`src/rtl/hdf_pkg.sv`:
```
// Shared types, codes and sizes for the half-duplex idle-gap framer.
package hdf_pkg;

	localparam int SEND_DEPTH = 64;
	localparam int RECV_DEPTH = 64;
	localparam int SEND_IDX_W = $clog2(SEND_DEPTH);
	localparam int SEND_CNT_W = $clog2(SEND_DEPTH + 1);
	localparam int RECV_IDX_W = $clog2(RECV_DEPTH);
	localparam int RECV_CNT_W = $clog2(RECV_DEPTH + 1);

	localparam logic [2:0] OP_TICK  = 3'd0;
	localparam logic [2:0] OP_RECV  = 3'd1;
	localparam logic [2:0] OP_SENT  = 3'd2;
	localparam logic [2:0] OP_PUSH  = 3'd3;
	localparam logic [2:0] OP_FETCH = 3'd4;

	localparam logic [2:0] LINK_IDLE      = 3'd0;
	localparam logic [2:0] LINK_SENDING   = 3'd1;
	localparam logic [2:0] LINK_SENT      = 3'd2;
	localparam logic [2:0] LINK_RECEIVING = 3'd3;
	localparam logic [2:0] LINK_FRAME     = 3'd4;

	localparam logic [7:0] GAP_RESET = 8'd4;

	typedef struct packed {
		logic [2:0] opcode;
		logic [7:0] data_byte;
		logic       last_byte;
	} in_item_t;

	typedef struct packed {
		logic       accepted;
		logic       tx_valid;
		logic [7:0] tx_byte;
		logic       driver_enable;
		logic       rx_valid;
		logic [7:0] rx_byte;
		logic [6:0] frame_length;
		logic       last;
		logic [2:0] link_state;
	} out_item_t;

	typedef struct packed {
		logic exec;
		logic emit_tx;
		logic emit_rx;
	} dp_cmd_t;

	typedef struct packed {
		logic tx_follow;
		logic rx_run;
		logic rx_last;
		logic out_free;
	} dp_stat_t;

endpackage

```
`src/rtl/hdf_ctrl.sv`:
```
// Controller state machine: item acceptance and result sequencing.
module hdf_ctrl (
	input  logic             clk,
	input  logic             arst_n,
	input  logic             in_valid,
	output logic             in_stall,
	input  hdf_pkg::dp_stat_t stat,
	output hdf_pkg::dp_cmd_t  cmd
);

	typedef enum logic [2:0] {
		ST_IDLE = 3'b001,
		ST_TX   = 3'b010,
		ST_RX   = 3'b100
	} state_t;

	state_t state_q;
	state_t state_d;

	assign in_stall = !((state_q == ST_IDLE) && stat.out_free);

	always_comb begin
		state_d     = state_q;
		cmd.exec    = 1'b0;
		cmd.emit_tx = 1'b0;
		cmd.emit_rx = 1'b0;
		unique case (state_q)
			ST_IDLE: begin
				if (in_valid && stat.out_free) begin
					cmd.exec = 1'b1;
					if (stat.tx_follow) begin
						state_d = ST_TX;
					end else if (stat.rx_run) begin
						state_d = ST_RX;
					end
				end
			end
			ST_TX: begin
				if (stat.out_free) begin
					cmd.emit_tx = 1'b1;
					state_d     = ST_IDLE;
				end
			end
			ST_RX: begin
				if (stat.out_free) begin
					cmd.emit_rx = 1'b1;
					if (stat.rx_last) begin
						state_d = ST_IDLE;
					end
				end
			end
			default: state_d = ST_IDLE;
		endcase
	end

	always_ff @(posedge clk or negedge arst_n) begin
		if (!arst_n) begin
			state_q <= ST_IDLE;
		end else begin
			state_q <= state_d;
		end
	end

endmodule

```
`src/rtl/hdf_datapath.sv`:
```
// Datapath: link state, staging and receive memories, output register.
module hdf_datapath (
	input  logic              clk,
	input  logic              arst_n,
	input  logic              cfg_write,
	input  logic [7:0]        cfg_wdata,
	input  hdf_pkg::in_item_t  in_item,
	output logic              out_valid,
	input  logic              out_stall,
	output hdf_pkg::out_item_t out_item,
	input  hdf_pkg::dp_cmd_t   cmd,
	output hdf_pkg::dp_stat_t  stat
);

	localparam int SIW = hdf_pkg::SEND_IDX_W;
	localparam int SCW = hdf_pkg::SEND_CNT_W;
	localparam int RIW = hdf_pkg::RECV_IDX_W;
	localparam int RCW = hdf_pkg::RECV_CNT_W;

	// Two banks: one collects pushed bytes while the other is being sent.
	logic [7:0] send_mem [2*hdf_pkg::SEND_DEPTH];
	logic [7:0] recv_mem [hdf_pkg::RECV_DEPTH];

	logic [7:0]     gap_q;
	logic [2:0]     mode_q, mode_d;
	logic           drive_q, drive_d;
	logic [SCW-1:0] staged_q, staged_d, staged_after;
	logic           stage_bank_q, send_bank_q, bank_swap;
	logic [7:0]     stage_first_q;
	logic [SCW-1:0] send_total_q, send_total_d;
	logic [SIW-1:0] send_pos_q, send_pos_d;
	logic [SCW-1:0] send_sum;
	logic [RIW-1:0] recv_pos_q, recv_pos_d;
	logic [RCW-1:0] recv_sum;
	logic [RCW-1:0] recv_total_q, recv_total_d;
	logic [7:0]     idle_q, idle_d;
	logic [RIW-1:0] fetch_idx_q;
	logic [RCW-1:0] fetch_len_q;
	logic [7:0]     send_rd_q, recv_rd_q;
	logic           push_room, send_we, recv_we;
	logic           recv_rd_en;
	logic [RIW-1:0] recv_rd_addr;
	logic           tx_follow, rx_run, rx_last, out_free;
	logic           out_valid_q, out_load;
	hdf_pkg::out_item_t out_q, res, load_val;

	assign push_room    = staged_q < SCW'(hdf_pkg::SEND_DEPTH);
	assign staged_after = push_room ? staged_q + SCW'(1) : staged_q;
	assign send_sum     = SCW'(send_pos_q) + SCW'(1);
	assign recv_sum     = RCW'(recv_pos_q) + RCW'(1);

	always_comb begin
		mode_d       = mode_q;
		drive_d      = drive_q;
		staged_d     = staged_q;
		send_total_d = send_total_q;
		send_pos_d   = send_pos_q;
		recv_pos_d   = recv_pos_q;
		recv_total_d = recv_total_q;
		idle_d       = idle_q;
		bank_swap    = 1'b0;
		send_we      = 1'b0;
		recv_we      = 1'b0;
		tx_follow    = 1'b0;
		rx_run       = 1'b0;
		res          = '0;
		res.last     = 1'b1;
		case (in_item.opcode)
			hdf_pkg::OP_TICK: begin
				if (mode_q == hdf_pkg::LINK_RECEIVING) begin
					idle_d = (idle_q == 8'hFF) ? idle_q : idle_q + 8'd1;
					if (idle_d >= gap_q) begin
						recv_total_d = RCW'(recv_pos_q);
						recv_pos_d   = '0;
						mode_d       = hdf_pkg::LINK_FRAME;
					end
				end else if (mode_q == hdf_pkg::LINK_SENT) begin
					drive_d = 1'b0;
					mode_d  = hdf_pkg::LINK_IDLE;
				end
			end
			hdf_pkg::OP_RECV: begin
				if (mode_q != hdf_pkg::LINK_SENDING && mode_q != hdf_pkg::LINK_SENT) begin
					recv_we = 1'b1;
					idle_d  = '0;
					if (recv_sum >= RCW'(hdf_pkg::RECV_DEPTH)) begin
						recv_total_d = RCW'(hdf_pkg::RECV_DEPTH);
						recv_pos_d   = '0;
						mode_d       = hdf_pkg::LINK_FRAME;
					end else begin
						recv_pos_d = recv_sum[RIW-1:0];
						mode_d     = hdf_pkg::LINK_RECEIVING;
					end
				end
			end
			hdf_pkg::OP_SENT: begin
				if (mode_q == hdf_pkg::LINK_SENDING) begin
					send_pos_d = send_sum[SIW-1:0];
					if (send_sum < send_total_q) begin
						tx_follow = 1'b1;
					end else begin
						mode_d = hdf_pkg::LINK_SENT;
					end
				end
			end
			hdf_pkg::OP_PUSH: begin
				send_we  = push_room;
				staged_d = staged_after;
				if (in_item.last_byte) begin
					staged_d = '0;
					if (mode_q == hdf_pkg::LINK_IDLE && staged_after != '0) begin
						bank_swap    = 1'b1;
						send_total_d = staged_after;
						send_pos_d   = '0;
						mode_d       = hdf_pkg::LINK_SENDING;
						drive_d      = 1'b1;
						res.accepted = 1'b1;
						res.tx_valid = 1'b1;
						// Entry zero may be written by this very push.
						res.tx_byte  = (staged_q == '0) ? in_item.data_byte : stage_first_q;
					end
				end
			end
			hdf_pkg::OP_FETCH: begin
				if (mode_q == hdf_pkg::LINK_FRAME) begin
					mode_d = hdf_pkg::LINK_IDLE;
					if (recv_total_q != '0) begin
						rx_run = 1'b1;
					end else begin
						res.accepted = 1'b1;
					end
				end
			end
			default: ;
		endcase
		res.driver_enable = drive_d;
		res.link_state    = mode_d;
	end

	assign rx_last  = (RCW'(fetch_idx_q) + RCW'(1)) == fetch_len_q;
	assign out_free = !out_valid_q || !out_stall;

	always_comb begin
		out_load = 1'b0;
		load_val = res;
		if (cmd.exec && !tx_follow && !rx_run) begin
			out_load = 1'b1;
		end else if (cmd.emit_tx) begin
			out_load               = 1'b1;
			load_val               = '0;
			load_val.tx_valid      = 1'b1;
			load_val.tx_byte       = send_rd_q;
			load_val.driver_enable = drive_q;
			load_val.last          = 1'b1;
			load_val.link_state    = mode_q;
		end else if (cmd.emit_rx) begin
			out_load               = 1'b1;
			load_val               = '0;
			load_val.accepted      = 1'b1;
			load_val.rx_valid      = 1'b1;
			load_val.rx_byte       = recv_rd_q;
			load_val.frame_length  = 7'(fetch_len_q);
			load_val.last          = rx_last;
			load_val.driver_enable = drive_q;
			load_val.link_state    = mode_q;
		end
	end

	always_comb begin
		recv_rd_en   = 1'b0;
		recv_rd_addr = '0;
		if (cmd.exec && rx_run) begin
			recv_rd_en = 1'b1;
		end else if (cmd.emit_rx) begin
			recv_rd_en   = 1'b1;
			recv_rd_addr = fetch_idx_q + RIW'(1);
		end
	end

	always_ff @(posedge clk or negedge arst_n) begin
		if (!arst_n) begin
			gap_q        <= hdf_pkg::GAP_RESET;
			mode_q       <= hdf_pkg::LINK_IDLE;
			drive_q      <= 1'b0;
			staged_q     <= '0;
			stage_bank_q <= 1'b0;
			send_bank_q  <= 1'b0;
			send_total_q <= '0;
			send_pos_q   <= '0;
			recv_pos_q   <= '0;
			recv_total_q <= '0;
			idle_q       <= '0;
			fetch_idx_q  <= '0;
			fetch_len_q  <= '0;
			out_valid_q  <= 1'b0;
		end else begin
			if (cfg_write) begin
				gap_q <= cfg_wdata;
			end
			if (cmd.exec) begin
				mode_q       <= mode_d;
				drive_q      <= drive_d;
				staged_q     <= staged_d;
				send_total_q <= send_total_d;
				send_pos_q   <= send_pos_d;
				recv_pos_q   <= recv_pos_d;
				recv_total_q <= recv_total_d;
				idle_q       <= idle_d;
				if (bank_swap) begin
					send_bank_q  <= stage_bank_q;
					stage_bank_q <= !stage_bank_q;
				end
				if (rx_run) begin
					fetch_idx_q <= '0;
					fetch_len_q <= recv_total_q;
				end
			end else if (cmd.emit_rx) begin
				fetch_idx_q <= fetch_idx_q + RIW'(1);
			end
			if (out_load) begin
				out_valid_q <= 1'b1;
			end else if (out_valid_q && !out_stall) begin
				out_valid_q <= 1'b0;
			end
		end
	end

	always_ff @(posedge clk) begin
		if (cmd.exec && send_we) begin
			send_mem[{stage_bank_q, staged_q[SIW-1:0]}] <= in_item.data_byte;
			if (staged_q == '0) begin
				stage_first_q <= in_item.data_byte;
			end
		end
		if (cmd.exec && tx_follow) begin
			send_rd_q <= send_mem[{send_bank_q, send_sum[SIW-1:0]}];
		end
		if (cmd.exec && recv_we) begin
			recv_mem[recv_pos_q] <= in_item.data_byte;
		end
		if (recv_rd_en) begin
			recv_rd_q <= recv_mem[recv_rd_addr];
		end
		if (out_load) begin
			out_q <= load_val;
		end
	end

	assign out_valid      = out_valid_q;
	assign out_item       = out_q;
	assign stat.tx_follow = tx_follow;
	assign stat.rx_run    = rx_run;
	assign stat.rx_last   = rx_last;
	assign stat.out_free  = out_free;

endmodule

```
`src/rtl/half_duplex_idle_gap_framer.sv`:
```
// A single-result item shows its result in the cycle after acceptance.
// A byte-sent item that emits a stored byte reads it into a read register first.
// A fetch reads its first byte likewise, then shows one byte per cycle unless stalled.
// Throughput: one item per cycle while the output is free; a stored-byte emit
// or a fetch holds off new items until done; each store's read port paces them.
// Reset (arst_n low) clears link control state; the byte stores are not cleared.
module half_duplex_idle_gap_framer (
	input  logic               clk,
	input  logic               arst_n,
	input  logic               in_valid,
	output logic               in_stall,
	input  hdf_pkg::in_item_t  in_item,
	output logic               out_valid,
	input  logic               out_stall,
	output hdf_pkg::out_item_t out_item,
	input  logic               cfg_write,
	input  logic [7:0]         cfg_wdata
);

	hdf_pkg::dp_cmd_t  cmd;
	hdf_pkg::dp_stat_t stat;

	hdf_ctrl u_ctrl (
		.clk      (clk),
		.arst_n   (arst_n),
		.in_valid (in_valid),
		.in_stall (in_stall),
		.stat     (stat),
		.cmd      (cmd)
	);

	hdf_datapath u_dp (
		.clk       (clk),
		.arst_n    (arst_n),
		.cfg_write (cfg_write),
		.cfg_wdata (cfg_wdata),
		.in_item   (in_item),
		.out_valid (out_valid),
		.out_stall (out_stall),
		.out_item  (out_item),
		.cmd       (cmd),
		.stat      (stat)
	);

endmodule

```
`config.mk`:
```
export PLATFORM = sky130hd
export DESIGN_NAME = half_duplex_idle_gap_framer
export DESIGN_NICKNAME = d
export VERILOG_FILES = /design/src/rtl/hdf_pkg.sv /design/src/rtl/hdf_ctrl.sv /design/src/rtl/hdf_datapath.sv /design/src/rtl/half_duplex_idle_gap_framer.sv
export SDC_FILE = /design/constraint.sdc
export NUM_CORES = 2
export LEC_CHECK = 0
export ABC_AREA = 1
export BUFFER_PORTS_ARGS = -buffer_cell sky130_fd_sc_hd__buf_2
export CORE_ASPECT_RATIO = 0.5
export CORE_MARGIN = 2
export CORE_UTILIZATION = 55
export DETAILED_ROUTE_END_ITERATION = 7
export PLACE_DENSITY_LB_ADDON = 0.3
export SYNTH_ARGS = -nofsm -noshare
export SYNTH_HDL_FRONTEND = slang
export SYNTH_SLANG_ARGS = --single-unit
```
`constraint.sdc`:
```
create_clock -name clk -period 6.1 [get_ports clk]
set_clock_uncertainty 0.2 [all_clocks]
set_input_delay 1.22 -clock clk [delete_from_list [all_inputs] [get_ports clk]]
set_output_delay 1.22 -clock clk [all_outputs]
set_load 0.05 [all_outputs]
```
==> out/metrics.yaml <==
syn2layout_area_growth_pct: 8.54
period_minus_slack_ps: 4380
leakagePower_nw: 27.1
power.total_mw: 29.6
synth_cells: 6058
finalNonFillerCells: 7757
async_flop_share: 0.0433
ys_ff_latch: 1663
layout_commonest_cell: "edfxtp_1"
max_clock_freq_mhz: 228
combPwrFrac: 0.261
coreArea_um2: 126000
initial_utilization: 0.556
grt_overflow: 0
peakVddDrop_uv: 466
detail_route.wirelength_mm: 182
ys_top_cells_by_area: "edfxtp_1, nand3_1, nor2_1"
crit_path_end_kind: "flop"
synth_edf_count: 1591
io_pins: 58
nets: 5998
synth_top_area_frac: 0.681
cts.sinks: 1663
dr.pass1.iters: 6
final_area_um2: 76200
tightestPinTransition_ps: 1310
finalSetupTns_ps: 0
drcViolationCount: 0
fin_crit_sh: 0.718
final_cell_mix: "edfxtp_1, nor2_1, nand3_1"
required_ps: 6440
powerDensity_nw_per_um2: 389
grtUsageTotal: 0.277
postCtsSetupRepairBufs: 0
synth_area_um2: 70200
setup_viol: 0
hold_viol: 0
start_kind: "flop"
cts_resized: 0
yosysTopAreaCell: "edfxtp_1"
switching_share: 0.340
wl_per_cell_um: 23.5
grt_pass1_wl_mm: 274
clock_latency_ps: 780
postCtsHoldBufs: 0
cts_htree_levels: 4
yosysUniqueCellTypes: 43
die_w_um: 509
path_class: "flop to flop"
critPathMaxFanout: 94
power.share.clock: 0.299
post-place-cells: 7497
placed_area_um2: 71800
yosysSeqAreaShare: 0.706
cts_buffer_depth: 3
grt_setup_unrepaired: "false"
grt_pass1_vias: 45200
hp-class: "primary input to asynchronous set/reset pin"
cts_buffers: 146
die_h_um: 257
final_antenna_net_count: 0
antenna_found_initial: 2
status: "complete, no violations"
avgSynthCellArea_um2: 11.6
r2r_slack_ps: 1720
slew-limit-headroom: 0.124
cts_tree: "yes"
p_int_mw: 19.6
drv_slew: 0
dp_hpwl_mm: 104
dieArea_um2: 131000
rows: 92
power_frac_seq: 0.440
clk_pin_slew_worst_paths_ps: 70
avgViaCountPerCell: 6.07
p_switching_mw: 10.1
synth-warning-count: 0
ys.flop_type: "edfxtp_1"
critPathArrivalTime_ps: 4720
ff2ff_path_depth: 12
place.port_buffers: 57
drt-initial-drc-count: 6596
gp_congestion: 0.933
regArea_um2: 49600
num-fill-cells: 9767
clockRootBuffer: "clkbuf_16"
max-cap-violations: 0
grt_max_degree: 201
multi_input_area_um2: 17000
drive_above_1_share: 0.0599
vias: 47100
synth.net_count: 6103
power by group through the flow:
| stage | logic [mW] | registers [mW] | clock network, mW |
|---|---|---|---|
| 2_1_floorplan | 4.93 | 13.4 | 0 |
| 3_3_place_gp | 7.39 | 13.3 | 0 |
| 3_5_place_dp | 7.55 | 13.3 | 0 |
| 4_1_cts | 7.60 | 13.0 | 8.93 |
| 5_1_grt | 8.40 | 13.1 | 9.39 |
| 6_report | 7.74 | 13.0 | 8.88 |
synth_stat cells (all sizes together) (3+ instances only):
cell	n
nor3	29
o21a	3
o22ai	20
or2	4
nand3b	112
nand2	567
ha	20
o211ai	248
buf	181
a21oi	136
xor2	16
edfxtp	1591
nand3	754
clkbuf	185
dfrtp	70
o21ai	587
nor2	933
nand4	27
inv	563
logic make-up after synthesis:
family | share of synthesized area
xor+xnor | 0.00235
flops | 0.706
buf+inv | 0.0531
fa+ha+maj | 0.00356
mux | 0.000160
simple gates | 0.154
compound gates | 0.0805
worst paths after layout:
path | to | startpoint
setup / recovery | u_dp.send_rd_q[1] | u_dp.send_pos_q[0]
hold / removal | u_dp.send_bank_q | arst_n
setup reg to reg | u_dp.send_rd_q[1] | u_dp.send_pos_q[0]
hold reg to reg | u_dp.fetch_len_q[4] | u_dp.fetch_len_q[4]
max in group asynchronous | u_dp.send_pos_q[0] | arst_n
min in group clk | u_dp.fetch_len_q[4] | u_dp.fetch_len_q[4]
registers in the layout, indices dropped and copies added, names as in the netlist:
signal and cells:
u_dp.send_bank_q 1, u_ctrl.state_q 3, u_dp.recv_rd_q 8, u_dp.gap_q 8
u_dp.mode_q 3, u_dp.recv_pos_q 6, u_dp.recv_total_q 7, u_dp.idle_q 8
u_dp.out_valid 1, u_dp.staged_q 7, u_dp.fetch_idx_q 6, u_dp.stage_bank_q 1
u_dp.recv_mem 512, u_dp.send_pos_q 6, u_dp.fetch_len_q 7, u_dp.drive_q 1
u_dp.stage_first_q 8, u_dp.send_total_q 7, u_dp.out_item 31, u_dp.send_rd_q 8
u_dp.send_mem 1024
through the flow:
stage / hold slack, ps / utilization / setup slack [ps]
floorplan: 253 / - / 2510
global placement: 272 / 0.568 / 1220
detailed placement: 278 / 0.568 / 1140
CTS: 107 / 0.603 / 1870
global route: 144 / 0.603 / 1500
finish: 134 / 0.603 / 1720
layer usage:
layer / up-vias / global-route usage / share of wire
met5: - / 0 / 0
met4: 0 / 0.105 / 0.035
met3: 425 / 0.0455 / 0.093
met2: 2606 / 0.442 / 0.47
met1: 22900 / 0.385 / 0.40
li1: 21100 / - / -
area by class of cell:
class,instances,area share
diodes,1,0.0000328
inverters,565,0.0280
multi-input cells,3464,0.223
well taps,1692,0.0278
repair buffers,113,0.0123
clock inverters,75,0.00723
flip-flops and latches,1663,0.651
clock buffers,184,0.0509
critical path: stages, from the launching register on:
cell     delay (ps)
dfrtp_4         740
ha_4            440
inv_4           780
buf_4           590
nor2_1           90
o21ai_0         140
nand3_1         150
nand3_1         200
nand3_1         190
nand3_1         130
nand2_1         130
nand2_1         100
nand2_1          80
No activity file was read; power rests on OpenSTA's default activity.
